## src/sv/assert_macros.svh

```systemverilog
// ----------------------------------------------------------------------------
// assert_macros.svh
// concurrent assertion helpers used by the top-level rtl file
// ----------------------------------------------------------------------------
`ifndef ASSERT_MACROS_SVH
`define ASSERT_MACROS_SVH

// same-cycle implication, disabled while reset is high
`define SACC_ASSERT_IMPLY(label, clk, rst, ante, cons, msg) \
   label: assert property (@(posedge clk) disable iff (rst) (ante) |-> (cons)) \
      else $error(msg);

// next-cycle implication, disabled while reset is high
`define SACC_ASSERT_NEXT(label, clk, rst, ante, cons, msg) \
   label: assert property (@(posedge clk) disable iff (rst) (ante) |=> (cons)) \
      else $error(msg);

`endif

```

## src/sv/sacc_pkg.sv

```systemverilog
// ----------------------------------------------------------------------------
// sacc_pkg
// shared types and constants of the set-associative cache tag controller
// ----------------------------------------------------------------------------
`default_nettype none

package sacc_pkg;

   // access kind codes
   localparam logic MODE_READ  = 1'b0;
   localparam logic MODE_WRITE = 1'b1;

   // statistics counters
   localparam int unsigned COUNT_WIDTH = 32;
   localparam logic [COUNT_WIDTH-1:0] COUNT_MAX = '1;

   // controller sequencing
   typedef enum logic [0:0] {
      ST_IDLE,
      ST_LOOKUP
   } state_type;

endpackage

`default_nettype wire

```

## src/sv/set_assoc_cache_tag_controller_top.sv

```systemverilog
// ----------------------------------------------------------------------------
// set_assoc_cache_tag_controller_top
// tag, state and lru controller of a write-back set-associative cache
// ----------------------------------------------------------------------------
//
//   channel  | direction | handshake           | beat contents
//   ---------+-----------+---------------------+---------------------------------
//   req_     | in        | req_valid/req_ready | mode, address
//   rsp_     | out       | rsp_valid/rsp_ready | hit, way, writeback, victim and
//            |           |                     | fill block, hit and miss totals
//
// - one access at a time: the set row is read from the set memory in the
//   cycle after the request beat, then compared, updated and written back
// - the result sits in an output register; the next request beat is taken
//   while it waits, and the lookup stalls only if the previous result is
//   still not taken when the new one is ready
// - reset clears the per-set written flags at once, so no sweep of
//   the set memory follows reset
// - rsp_hit_total and rsp_miss_total are the counts after this access
//
`default_nettype none
`include "assert_macros.svh"

module set_assoc_cache_tag_controller_top #(
   parameter int unsigned NUM_WAYS     = 4,
   parameter int unsigned INDEX_WIDTH  = 4,
   parameter int unsigned TAG_WIDTH    = 6,
   parameter int unsigned OFFSET_WIDTH = 6
) (
   input  wire logic                                        clock,
   input  wire logic                                        reset,
   input  wire logic                                        req_valid,
   output logic                                             req_ready,
   input  wire logic                                        req_mode,
   input  wire logic [TAG_WIDTH+INDEX_WIDTH+OFFSET_WIDTH-1:0] req_address,
   output logic                                             rsp_valid,
   input  wire logic                                        rsp_ready,
   output logic                                             rsp_hit,
   output logic      [$clog2(NUM_WAYS)-1:0]                 rsp_way,
   output logic                                             rsp_writeback,
   output logic      [TAG_WIDTH+INDEX_WIDTH-1:0]            rsp_victim_block,
   output logic      [TAG_WIDTH+INDEX_WIDTH-1:0]            rsp_fill_block,
   output logic      [sacc_pkg::COUNT_WIDTH-1:0]            rsp_hit_total,
   output logic      [sacc_pkg::COUNT_WIDTH-1:0]            rsp_miss_total
);

   localparam int unsigned ADDR_W  = TAG_WIDTH + INDEX_WIDTH + OFFSET_WIDTH;
   localparam int unsigned BLOCK_W = TAG_WIDTH + INDEX_WIDTH;
   localparam int unsigned WAY_W   = $clog2(NUM_WAYS);
   localparam int unsigned RANK_W  = $clog2(NUM_WAYS);
   localparam int unsigned CNT_W   = sacc_pkg::COUNT_WIDTH;

   sacc_pkg::state_type state_ff, state_in;

   // captured request beat
   logic              req_mode_ff;
   logic [ADDR_W-1:0] req_addr_ff;

   // statistics
   logic [CNT_W-1:0] hit_cnt_ff, hit_cnt_in;
   logic [CNT_W-1:0] miss_cnt_ff, miss_cnt_in;

   // result register
   logic               rsp_valid_ff, rsp_valid_in;
   logic               rsp_hit_ff;
   logic [WAY_W-1:0]   rsp_way_ff;
   logic               rsp_writeback_ff;
   logic [BLOCK_W-1:0] rsp_victim_ff;
   logic [BLOCK_W-1:0] rsp_fill_ff;
   logic [CNT_W-1:0]   rsp_hit_total_ff;
   logic [CNT_W-1:0]   rsp_miss_total_ff;

   logic req_fire;
   logic commit;

   // set memory read and write-back
   logic [NUM_WAYS-1:0]                 cur_valid, new_valid;
   logic [NUM_WAYS-1:0]                 cur_dirty, new_dirty;
   logic [NUM_WAYS-1:0][TAG_WIDTH-1:0]  cur_tags, new_tags;
   logic [NUM_WAYS-1:0][RANK_W-1:0]     cur_ranks, new_ranks;

   // lookup results
   logic                 lk_hit;
   logic [WAY_W-1:0]     lk_way;
   logic                 lk_evict;
   logic                 lk_writeback;
   logic [TAG_WIDTH-1:0] lk_victim_tag;

   logic [INDEX_WIDTH-1:0] cur_set;
   logic [TAG_WIDTH-1:0]   cur_tag;
   logic [BLOCK_W-1:0]     cur_block;

   assign cur_block = req_addr_ff[ADDR_W-1:OFFSET_WIDTH];
   assign cur_set   = req_addr_ff[OFFSET_WIDTH +: INDEX_WIDTH];
   assign cur_tag   = req_addr_ff[OFFSET_WIDTH+INDEX_WIDTH +: TAG_WIDTH];

   assign req_fire = req_valid && req_ready;

   // ---------------------------------------------------------------- control
   always_comb begin
      state_in = state_ff;
      unique case (state_ff)
         sacc_pkg::ST_IDLE: begin
            if (req_valid) begin
               state_in = sacc_pkg::ST_LOOKUP;
            end
         end
         sacc_pkg::ST_LOOKUP: begin
            // hold the row until the result register has room
            if (!rsp_valid_ff || rsp_ready) begin
               state_in = sacc_pkg::ST_IDLE;
            end
         end
         default: begin
            state_in = sacc_pkg::ST_IDLE;
         end
      endcase
   end

   always_comb begin
      req_ready = 1'b0;
      commit    = 1'b0;
      unique case (state_ff)
         sacc_pkg::ST_IDLE: begin
            req_ready = 1'b1;
         end
         sacc_pkg::ST_LOOKUP: begin
            commit = !rsp_valid_ff || rsp_ready;
         end
         default: begin
            req_ready = 1'b0;
         end
      endcase
   end

   always_ff @(posedge clock) begin
      if (reset) begin
         state_ff <= sacc_pkg::ST_IDLE;
      end else begin
         state_ff <= state_in;
      end
   end

   always_ff @(posedge clock) begin
      if (req_fire) begin
         req_mode_ff <= req_mode;
         req_addr_ff <= req_address;
      end
   end

   // ------------------------------------------------------------ set memory
   sacc_set_ram #(
      .NUM_WAYS    (NUM_WAYS),
      .INDEX_WIDTH (INDEX_WIDTH),
      .TAG_WIDTH   (TAG_WIDTH),
      .RANK_WIDTH  (RANK_W)
   ) u_set_ram (
      .clock    (clock),
      .reset    (reset),
      .rd_en    (req_fire),
      .rd_set   (req_address[OFFSET_WIDTH +: INDEX_WIDTH]),
      .rd_valid (cur_valid),
      .rd_dirty (cur_dirty),
      .rd_tags  (cur_tags),
      .rd_ranks (cur_ranks),
      .wr_en    (commit),
      .wr_set   (cur_set),
      .wr_valid (new_valid),
      .wr_dirty (new_dirty),
      .wr_tags  (new_tags),
      .wr_ranks (new_ranks)
   );

   // ---------------------------------------------------------------- lookup
   sacc_lookup #(
      .NUM_WAYS   (NUM_WAYS),
      .TAG_WIDTH  (TAG_WIDTH),
      .RANK_WIDTH (RANK_W),
      .WAY_WIDTH  (WAY_W)
   ) u_lookup (
      .mode       (req_mode_ff),
      .tag        (cur_tag),
      .cur_valid  (cur_valid),
      .cur_dirty  (cur_dirty),
      .cur_tags   (cur_tags),
      .cur_ranks  (cur_ranks),
      .hit        (lk_hit),
      .way        (lk_way),
      .evict      (lk_evict),
      .writeback  (lk_writeback),
      .victim_tag (lk_victim_tag),
      .new_valid  (new_valid),
      .new_dirty  (new_dirty),
      .new_tags   (new_tags),
      .new_ranks  (new_ranks)
   );

   // ------------------------------------------------------------ statistics
   // saturating counts, bumped when the access commits
   always_comb begin
      hit_cnt_in  = hit_cnt_ff;
      miss_cnt_in = miss_cnt_ff;
      if (commit) begin
         if (lk_hit) begin
            if (hit_cnt_ff != sacc_pkg::COUNT_MAX) begin
               hit_cnt_in = hit_cnt_ff + CNT_W'(1);
            end
         end else begin
            if (miss_cnt_ff != sacc_pkg::COUNT_MAX) begin
               miss_cnt_in = miss_cnt_ff + CNT_W'(1);
            end
         end
      end
   end

   always_ff @(posedge clock) begin
      if (reset) begin
         hit_cnt_ff  <= '0;
         miss_cnt_ff <= '0;
      end else begin
         hit_cnt_ff  <= hit_cnt_in;
         miss_cnt_ff <= miss_cnt_in;
      end
   end

   // -------------------------------------------------------- result register
   always_comb begin
      priority if (commit) begin
         rsp_valid_in = 1'b1;
      end else if (rsp_ready) begin
         rsp_valid_in = 1'b0;
      end else begin
         rsp_valid_in = rsp_valid_ff;
      end
   end

   always_ff @(posedge clock) begin
      if (reset) begin
         rsp_valid_ff <= 1'b0;
      end else begin
         rsp_valid_ff <= rsp_valid_in;
      end
   end

   always_ff @(posedge clock) begin
      if (commit) begin
         rsp_hit_ff        <= lk_hit;
         rsp_way_ff        <= lk_way;
         rsp_writeback_ff  <= lk_writeback;
         // victim only when a valid line is replaced
         rsp_victim_ff     <= lk_evict ? {lk_victim_tag, cur_set} : '0;
         rsp_fill_ff       <= lk_hit ? '0 : cur_block;
         rsp_hit_total_ff  <= hit_cnt_in;
         rsp_miss_total_ff <= miss_cnt_in;
      end
   end

   assign rsp_valid        = rsp_valid_ff;
   assign rsp_hit          = rsp_hit_ff;
   assign rsp_way          = rsp_way_ff;
   assign rsp_writeback    = rsp_writeback_ff;
   assign rsp_victim_block = rsp_victim_ff;
   assign rsp_fill_block   = rsp_fill_ff;
   assign rsp_hit_total    = rsp_hit_total_ff;
   assign rsp_miss_total   = rsp_miss_total_ff;

   // ------------------------------------------------------------ assertions
   `SACC_ASSERT_NEXT(a_req_starts_lookup, clock, reset, req_fire,
      state_ff == sacc_pkg::ST_LOOKUP, "request beat did not start a lookup")

   `SACC_ASSERT_NEXT(a_commit_loads_rsp, clock, reset, commit,
      rsp_valid_ff, "committed lookup left no result")

   `SACC_ASSERT_IMPLY(a_hit_no_writeback, clock, reset, rsp_valid_ff && rsp_hit_ff,
      !rsp_writeback_ff && (rsp_fill_ff == '0), "hit result carries miss fields")

   `SACC_ASSERT_NEXT(a_miss_counts, clock, reset, commit && !lk_hit,
      (miss_cnt_ff != $past(miss_cnt_ff)) || (miss_cnt_ff == sacc_pkg::COUNT_MAX),
      "miss not counted")

endmodule

`default_nettype wire

```

## src/sv/sacc_set_ram.sv

```systemverilog
// ----------------------------------------------------------------------------
// sacc_set_ram
// one row per set: valid, dirty, tag and recency rank of every way
// ----------------------------------------------------------------------------
`default_nettype none

module sacc_set_ram #(
   parameter int unsigned NUM_WAYS    = 4,
   parameter int unsigned INDEX_WIDTH = 4,
   parameter int unsigned TAG_WIDTH   = 6,
   parameter int unsigned RANK_WIDTH  = 2
) (
   input  wire logic                                      clock,
   input  wire logic                                      reset,
   input  wire logic                                      rd_en,
   input  wire logic [INDEX_WIDTH-1:0]                    rd_set,
   output logic      [NUM_WAYS-1:0]                       rd_valid,
   output logic      [NUM_WAYS-1:0]                       rd_dirty,
   output logic      [NUM_WAYS-1:0][TAG_WIDTH-1:0]        rd_tags,
   output logic      [NUM_WAYS-1:0][RANK_WIDTH-1:0]       rd_ranks,
   input  wire logic                                      wr_en,
   input  wire logic [INDEX_WIDTH-1:0]                    wr_set,
   input  wire logic [NUM_WAYS-1:0]                       wr_valid,
   input  wire logic [NUM_WAYS-1:0]                       wr_dirty,
   input  wire logic [NUM_WAYS-1:0][TAG_WIDTH-1:0]        wr_tags,
   input  wire logic [NUM_WAYS-1:0][RANK_WIDTH-1:0]       wr_ranks
);

   localparam int unsigned NUM_SETS = 1 << INDEX_WIDTH;
   localparam int unsigned ROW_W    = NUM_WAYS * (2 + TAG_WIDTH + RANK_WIDTH);

   logic [ROW_W-1:0]    mem_ff [NUM_SETS];
   logic [NUM_SETS-1:0] row_written_ff;
   logic [ROW_W-1:0]    rd_row_ff;
   logic                rd_written_ff;

   logic [NUM_WAYS-1:0]                 row_valid;
   logic [NUM_WAYS-1:0]                 row_dirty;
   logic [NUM_WAYS-1:0][TAG_WIDTH-1:0]  row_tags;
   logic [NUM_WAYS-1:0][RANK_WIDTH-1:0] row_ranks;

   // row storage, no reset
   always_ff @(posedge clock) begin
      if (wr_en) begin
         mem_ff[wr_set] <= {wr_ranks, wr_tags, wr_dirty, wr_valid};
      end
      if (rd_en) begin
         rd_row_ff <= mem_ff[rd_set];
      end
   end

   // per-row written flags stand in for the reset contents
   always_ff @(posedge clock) begin
      if (reset) begin
         row_written_ff <= '0;
         rd_written_ff  <= 1'b0;
      end else begin
         if (wr_en) begin
            row_written_ff[wr_set] <= 1'b1;
         end
         if (rd_en) begin
            rd_written_ff <= row_written_ff[rd_set];
         end
      end
   end

   assign {row_ranks, row_tags, row_dirty, row_valid} = rd_row_ff;

   always_comb begin
      rd_tags = row_tags;
      if (rd_written_ff) begin
         rd_valid = row_valid;
         rd_dirty = row_dirty;
         rd_ranks = row_ranks;
      end else begin
         rd_valid = '0;
         rd_dirty = '0;
         for (int w = 0; w < NUM_WAYS; w++) begin
            rd_ranks[w] = RANK_WIDTH'(w);
         end
      end
   end

endmodule

`default_nettype wire

```

## src/sv/sacc_lookup.sv

```systemverilog
// ----------------------------------------------------------------------------
// sacc_lookup
// tag compare, victim choice and updated row for one access
// ----------------------------------------------------------------------------
`default_nettype none

module sacc_lookup #(
   parameter int unsigned NUM_WAYS   = 4,
   parameter int unsigned TAG_WIDTH  = 6,
   parameter int unsigned RANK_WIDTH = 2,
   parameter int unsigned WAY_WIDTH  = 2
) (
   input  wire logic                                mode,
   input  wire logic [TAG_WIDTH-1:0]                tag,
   input  wire logic [NUM_WAYS-1:0]                 cur_valid,
   input  wire logic [NUM_WAYS-1:0]                 cur_dirty,
   input  wire logic [NUM_WAYS-1:0][TAG_WIDTH-1:0]  cur_tags,
   input  wire logic [NUM_WAYS-1:0][RANK_WIDTH-1:0] cur_ranks,
   output logic                                     hit,
   output logic      [WAY_WIDTH-1:0]                way,
   output logic                                     evict,
   output logic                                     writeback,
   output logic      [TAG_WIDTH-1:0]                victim_tag,
   output logic      [NUM_WAYS-1:0]                 new_valid,
   output logic      [NUM_WAYS-1:0]                 new_dirty,
   output logic      [NUM_WAYS-1:0][TAG_WIDTH-1:0]  new_tags,
   output logic      [NUM_WAYS-1:0][RANK_WIDTH-1:0] new_ranks
);

   logic                  is_write;
   logic [WAY_WIDTH-1:0]  hit_way;
   logic                  found_free;
   logic [WAY_WIDTH-1:0]  free_way;
   logic [WAY_WIDTH-1:0]  lru_way;
   logic [RANK_WIDTH-1:0] old_rank;
   logic                  touch;

   assign is_write = (mode == sacc_pkg::MODE_WRITE);

   // first matching valid way
   always_comb begin
      hit     = 1'b0;
      hit_way = '0;
      for (int w = 0; w < NUM_WAYS; w++) begin
         if (!hit && cur_valid[w] && (cur_tags[w] == tag)) begin
            hit     = 1'b1;
            hit_way = WAY_WIDTH'(w);
         end
      end
   end

   // lowest invalid way
   always_comb begin
      found_free = 1'b0;
      free_way   = '0;
      for (int w = 0; w < NUM_WAYS; w++) begin
         if (!found_free && !cur_valid[w]) begin
            found_free = 1'b1;
            free_way   = WAY_WIDTH'(w);
         end
      end
   end

   // lowest rank, lowest way on a tie
   always_comb begin
      lru_way = '0;
      for (int w = 1; w < NUM_WAYS; w++) begin
         if (cur_ranks[w] < cur_ranks[lru_way]) begin
            lru_way = WAY_WIDTH'(w);
         end
      end
   end

   always_comb begin
      priority if (hit) begin
         way = hit_way;
      end else if (found_free) begin
         way = free_way;
      end else begin
         way = lru_way;
      end
   end

   assign evict      = !hit && !found_free;
   assign writeback  = evict && cur_dirty[lru_way];
   assign victim_tag = cur_tags[lru_way];
   assign touch      = !hit || is_write;
   assign old_rank   = cur_ranks[way];

   // write-back row
   always_comb begin
      new_valid = cur_valid;
      new_dirty = cur_dirty;
      new_tags  = cur_tags;
      new_ranks = cur_ranks;
      if (!hit) begin
         new_valid[way] = 1'b1;
         new_tags[way]  = tag;
         new_dirty[way] = is_write;
      end else if (is_write) begin
         new_dirty[way] = 1'b1;
      end
      if (touch) begin
         for (int w = 0; w < NUM_WAYS; w++) begin
            if (cur_ranks[w] > old_rank) begin
               new_ranks[w] = cur_ranks[w] - RANK_WIDTH'(1);
            end
         end
         new_ranks[way] = RANK_WIDTH'(NUM_WAYS - 1);
      end
   end

endmodule

`default_nettype wire
```

## config.mk

```make
export PLATFORM = sky130hd
export DESIGN_NAME = set_assoc_cache_tag_controller_top
export DESIGN_NICKNAME = d
export VERILOG_FILES = /design/src/sv/sacc_pkg.sv /design/src/sv/set_assoc_cache_tag_controller_top.sv /design/src/sv/sacc_set_ram.sv /design/src/sv/sacc_lookup.sv
export VERILOG_INCLUDE_DIRS = /design/src /design/src/sv
export SDC_FILE = /design/constraint.sdc
export NUM_CORES = 1
export LEC_CHECK = 0
export BUFFER_PORTS_ARGS = -buffer_cell sky130_fd_sc_hd__buf_4
export CAP_MARGIN = 0
export CORE_ASPECT_RATIO = 1.4
export CORE_MARGIN = 1.5
export CORE_UTILIZATION = 45
export DETAILED_ROUTE_END_ITERATION = 16
export HOLD_SLACK_MARGIN = 0.03
export PLACE_DENSITY = 0.57
export SLEW_MARGIN = 40
export SYNTH_ARGS = -nofsm -noshare
export SYNTH_HDL_FRONTEND = slang
export SYNTH_SLANG_ARGS = --single-unit
```

## constraint.sdc

```tcl
create_clock -name clock -period 12.85 [get_ports clock]
set_clock_uncertainty 0.15 [all_clocks]
set_input_delay 1.285 -clock clock [delete_from_list [all_inputs] [get_ports clock]]
set_output_delay 1.285 -clock clock [all_outputs]
set_load 0.01 [all_outputs]
```

# Yosys cells after proc, flatten, opt, wreduce, memory -nomap -nowiden
# Memory sizes are Yosys's and may differ from the RTL's. A register that Yosys moved wholly into a read port is not among the register bits.
# Index checks and enable logic that the tools add are counted.
word_totals:
  word_cells: 149
  memories: 1
  register_bits: 188
  ram_bits: 640
  out_inout_bits: 90
  in_bits: 21
memory_table:
  columns: ["name", "words", "word_bits", "rd", "rd_clocked_by_memory_dff", "write_ports", "line_no", "source"]
  rows:
  - ["u_set_ram.mem_ff", 16, 40, 1, 1, 1, "sacc_set_ram.sv:32", "logic [ROW_W-1:0] mem_ff [NUM_SETS];"]
op_classes:
  order_cmp: 15
  reduce_logical: 29
  n_mux: 72
  addsub: 6
  eq_ne: 6
  bitwise: 5
op_table:
  columns: ["op", "n"]
  rows:
  - ["$mux W32", 6]
  - ["$add A32 B1 Y32 const B", 2]
  - ["$ne A32 B32 Y1 const B", 2]
  - ["$mux W2", 20]
  - ["$bwmux W24", 1]
  - ["$eq A6 B6 Y1", 4]
  - ["$mux W24", 1]
  - ["$mux W1", 23]
  - ["$mux W4", 5]
  - ["$mux W8", 2]
  - ["$or A16 B16 Y16", 1]
  - ["$logic_and A1 B1 Y1", 15]
  - ["$bmux W2 S2", 3]
  - ["$bmux W6 S2", 1]
  - ["$demux W6 S2", 1]
  - ["$mux W6", 2]
  - ["$logic_not A1 Y1", 11]
  - ["$lt A4 B5 Y1 const B", 2]
  - ["$lt A2 B3 Y1 const B", 3]
  - ["$gt A2 B2 Y1", 4]
  - ["$or A4 B4 Y4", 2]
  - ["$or A8 B8 Y8", 1]
  - ["$sub A2 B1 Y2 const B", 4]
  - ["$lt A2 B2 Y1", 3]
  - ["13 further kinds", 14]

# Logic depth before layout (Yosys ltp)
logic_depth:
  ltp_word: 23
  depth_mapped: 28
  mapped_depth_nobuf: 23

# Cells and area by module
# Synthesis repeated with hierarchy kept, for this count alone.
unflattened:
  hier_cells: 1897
  area_unflattened_um2: 35038.6
by_module_without_submodules:
  columns: ["module", "cells_each", "n_inst", "seq_area_each_um2", "area_each_um2"]
  rows:
  - ["sacc_set_ram", 1058, 1, 20759.9, 26200.1]
  - ["set_assoc_cache_tag_controller_top", 609, 1, 4294.1, 7106.8]
  - ["sacc_lookup", 230, 1, 0.0, 1731.7]

# Worst setup path after synthesis
# Ideal clock, no wire load.
synth_path:
  path_type: "in2reg"
  start: "input rsp_ready"
  end: "memory u_set_ram.mem_ff[8][0] (netlist bit) (enable)"
  path_stages: 5
  t_arrival_ns: 6.620
  setup_ns: 0.489
  path_slack_ns: 5.591
  n_path_buf: 0
  t_required_ns: 12.211
  cell_sequence: "nand2b_1 > nand2_1 > inv_1 > nand3_1 > nor3_1"
synth_between:
  elab_chain_len: 4
synth_lines:
  columns: ["item", "line_no", "source"]
  rows:
  - ["start, declared", "set_assoc_cache_tag_controller_top.sv:37", "input wire logic rsp_ready,"]
  - ["$logic_or A1 B1 Y1", "set_assoc_cache_tag_controller_top.sv:128", "commit = !rsp_valid_ff || rsp_ready;"]
  - ["$mux W1", "set_assoc_cache_tag_controller_top.sv:123", "unique case (state_ff)"]
  - ["via commit", "set_assoc_cache_tag_controller_top.sv:74", "logic commit;"]
  - ["$mux W1", "sacc_set_ram.sv:44", "if (wr_en) begin"]
  - ["$mux W1 (implied by the code)", "sacc_set_ram.sv:45", "mem_ff[wr_set] <= {wr_ranks, wr_tags, wr_dirty, wr_valid};"]
  - ["end, declared", "sacc_set_ram.sv:32", null]
# The timed path passes the listed nets, and every way through them passes these cells.

==> results.md <==
- Status: completed
- Port Buf Inserts: 104
- Worst-margin pin slew: ~0.8 ns
- Post-DP Area: approximately 36000 µm²
- Cell Rows: ~120
- CP arrival: 7.12 ns
- Fin crit share: 55.27%
- VDD IR max: 98.59 µV
- Yosys reg bits: around 860
- Top cell type's share of synthesized area: 68.82%
- Final TNS setup: 0 ns
- Die area: roughly 77000 µm²
- Commonest non-fill, non-tap cell in the layout: edfxtp_1
- Final Cell Area: roughly 40000 µm²
- First-pass GRT wire length: ~120000 µm
- Routed vias: approximately 17k
- Die height: 328.2 µm
- Achievable Freq: about 140 MHz
- DIE WIDTH: between 200 and 250 µm
- Xor/xnor share of the synthesized area: 2.319%
- Worst Hold Class: flip-flop to flip-flop
- WL per Instance: around 27 µm
- Final Setup Violations: 0
- Worst rel slew slack: between 40 and 50%
- Main combinational cell family by area after synthesis: multiplexers
- Most used cell, CP: o21ai_0
- CP Max Fanout: 22
- Post-Synthesis Cells: 1740
- Pwr Density: around 150 nW/µm²
- Ys Warns: 0
- Seq/Total Area, Yosys: 73.70%
- Antenna Nets Post-Route: 0
- WL final: between 70000 and 80000 µm
- Fill cells: a little over 6k
- Slowest CP cell: a221o_1
- Fin. Hold Viols: 0
- Total track usage: a little over a fifth
- Initial core utilization: about 45%
- Pre-antenna DRT Iters: 5
- CP Data Required Time: ~13 ns
- CTS tree: yes
- DRC viols: 0
- Origin of the critical flop-to-flop path: u_set_ram.rd_written_ff
- Area contributors post-synth: edfxtp_1 69%, mux4_2 14%, dfxtp_1 4.9%
- Count of cell types in the netlist: 62
- Clk_lat worst skew: around 0.64 ns
- Mux cell area share after synthesis: 15.08%
- Mapped Area: approximately 34000 µm²
- Clock sink total: between 800 and 900
- Critical path class: flip-flop to flip-flop
- Worst path cell trace: buf_4 -> nand2_1 -> inv_1 -> ha_1 -> a2bb2oi_1 -> o311a_1 -> nor2_2 -> a211o_1 -> o21ai_0 -> ha_1 -> o21ai_0 -> a21oi_1 -> a221o_1 -> a311oi_2 -> o21bai_2 -> mux2i_1 -> o21ai_0 -> ha_1 -> nor2b_1 -> o21ai_0 -> nor4_1 -> a21oi_1 -> nand4_1
- CTS Buffer Depth: 3
- Vias per Instance: between 5 and 6
- Origin of the worst min-delay path: u_set_ram.row_written_ff[13]
- Synth Area per Inst: 19.54 µm²
- Area share of and/or/nand/nor cells after synthesis: 5.915%
- Hpwl dp: approximately 44000 µm
- Synth async-reset ratio: 0%
- Post-CTS Hold Buffers: 0
- Clock buffer count from CTS: a little over 80
- Number of top-level pins: around 110
- Vias in the first global route: between 15k and 20k
- Cell taking the most area after synthesis: edfxtp_1
- Post-CTS sizing: 0
- Max-cap violations: 0
- Critical Path Start Type: flip-flop
- Static leakage: 12.54 nW
- Core Region: roughly 75000 µm²
- Total grt overflow: 0
- Final Max Tran Viols: 0
- Post-synth EDFFs: about 800
- Initial antenna violation count: 0
- # diodes: 0
- Synth Net Count: ~1.8k
- Largest net degree at the start of global routing: 88
- Top FF cell, synth: edfxtp_1
- RSZ-0062 raised after global routing: no
- Fin crit period: 7.102 ns
- DRT iter0 DRCs: between 1k and 1.5k
- Worst Setup SP: u_set_ram.rd_written_ff
- Most frequent cells in the layout: 779 x edfxtp_1, 205 x mux4_2, 123 x buf_4
- Nets@finish: around 1.9k
- Root buf cell: clkbuf_16
- Share of layout cells above drive strength 1: 27.32%
- Routability congestion estimate: roughly 0.83
- Critical Path End Type: flip-flop
- Post-CTS setup buffer count: 0
- Synth Area in Compound Gates: 1.303%
- Max incr delay on CP: around 0.57 ns
- Clk slew on worst S/H paths: ~0.070 ns
- Adder-cell area share of the yosys netlist: less than 1%
- H-tree depth: 3
- Area delta synth->final: 14.25%
## cells in the mapped netlist (all sizes together) (28+ instances only)
cell type,number
clkbuf,53
nor2b,67
mux2,30
nand4,33
xnor2,62
mux4,205
nand3,31
nor2,72
edfxtp,779
dfxtp,83
nand2,56
xor2,28
## path summary, 6_finish.rpt
| path | end | slack (ns) | cells past startpoint |
|---|---|---|---|
| worst min-delay path | u_set_ram.row_written_ff[13] | 0.32 | 2 |
| worst max register to register | u_set_ram.mem_ff[15][39] | 5.75 | 23 |
| worst min register to register | u_set_ram.row_written_ff[13] | 0.32 | 2 |
| worst max-delay path | u_set_ram.mem_ff[15][39] | 5.75 | 23 |
## registers in the layout, indices dropped and copies added, names as in the netlist
| name | count |
|---|---|
| state_ff | 1 |
| u_set_ram.rd_written_ff | 1 |
| u_set_ram.row_written_ff | 16 |
| rsp_miss_total | 32 |
| req_mode_ff | 1 |
| rsp_valid | 1 |
| rsp_fill_block | 10 |
| rsp_victim_block | 10 |
| rsp_hit | 1 |
| u_set_ram.mem_ff | 640 |
| rsp_hit_total | 32 |
| hit_cnt_ff | 32 |
| miss_cnt_ff | 32 |
| rsp_writeback | 1 |
| rsp_way | 2 |
| req_addr_ff | 10 |
| u_set_ram.rd_row_ff | 40 |
## per-stage QoR
step                std cells  worst slack, ns  total power [mW]  hold WS, ns  utilization [%]
floorplan                1740            5.591             3.359       0.2848                -
global placement         2767            5.813             3.468       0.2944            48.07
detailed placement       2774            5.856             3.478       0.3104            48.40
CTS                      2919            5.800             5.777       0.3248            51.75
global route             2919            5.320             5.892       0.3508            51.75
finish                   2919            5.748             5.721       0.3222            51.75
## kinds of logic (layout without fill, tap and decap cells)
kind of cell               after synthesis  in the layout
adders and majority gates               14             14
AOI/OAI and AO/OA                       59             59
and+or+nand+nor                        364            364
buffers and inverters                   99            310
DFF                                    862            862
xor gates and xnor gates                90             90
muxes                                  252            252
## per-layer routing
| layer | vias to the layer above | global-route usage [%] | wire [µm] |
|---|---|---|---|
| met4 | 0 | 6.045 | 1651 |
| met2 | 507 | 37.41 | 42060 |
| met1 | 9045 | 26.76 | 32440 |
| met5 | - | 0 | 0 |
| met3 | 120 | 2.983 | 3659 |
| li1 | 7286 | - | - |
## cell type report
class                           count  area (µm²)  area share [%]
Sequential cell                   862       25050           64.51
Clock inverter                     39       290.3          0.7474
Multi-Input combinational cell    779        8692           22.38
Timing Repair Buffer              146        1287           3.315
Inverter                           19       76.32          0.1965
Tap cell                          968        1211           3.119
Clock buffer                      106        2226           5.731
## worst max-delay path: cells and delay by family (launching register included)
family | cells | cell delay, ns
AOI/OAI and AO/OA | 12 | 3.39
and+or+nand+nor | 5 | 1.35
adders and majority gates | 3 | 0.83
buffers and inverters | 2 | 0.39
DFF | 1 | 0.31
muxes | 1 | 0.15
## report_power, final
| group | switching, mW | total (mW) | internal (mW) |
|---|---|---|---|
| clock network | 1.01 | 2.31 | 1.30 |
| registers | 0.0306 | 3.14 | 3.11 |
| logic | 0.160 | 0.273 | 0.113 |
| total | 1.20 | 5.72 | 4.52 |
No activity file was read; power rests on OpenSTA's default activity.
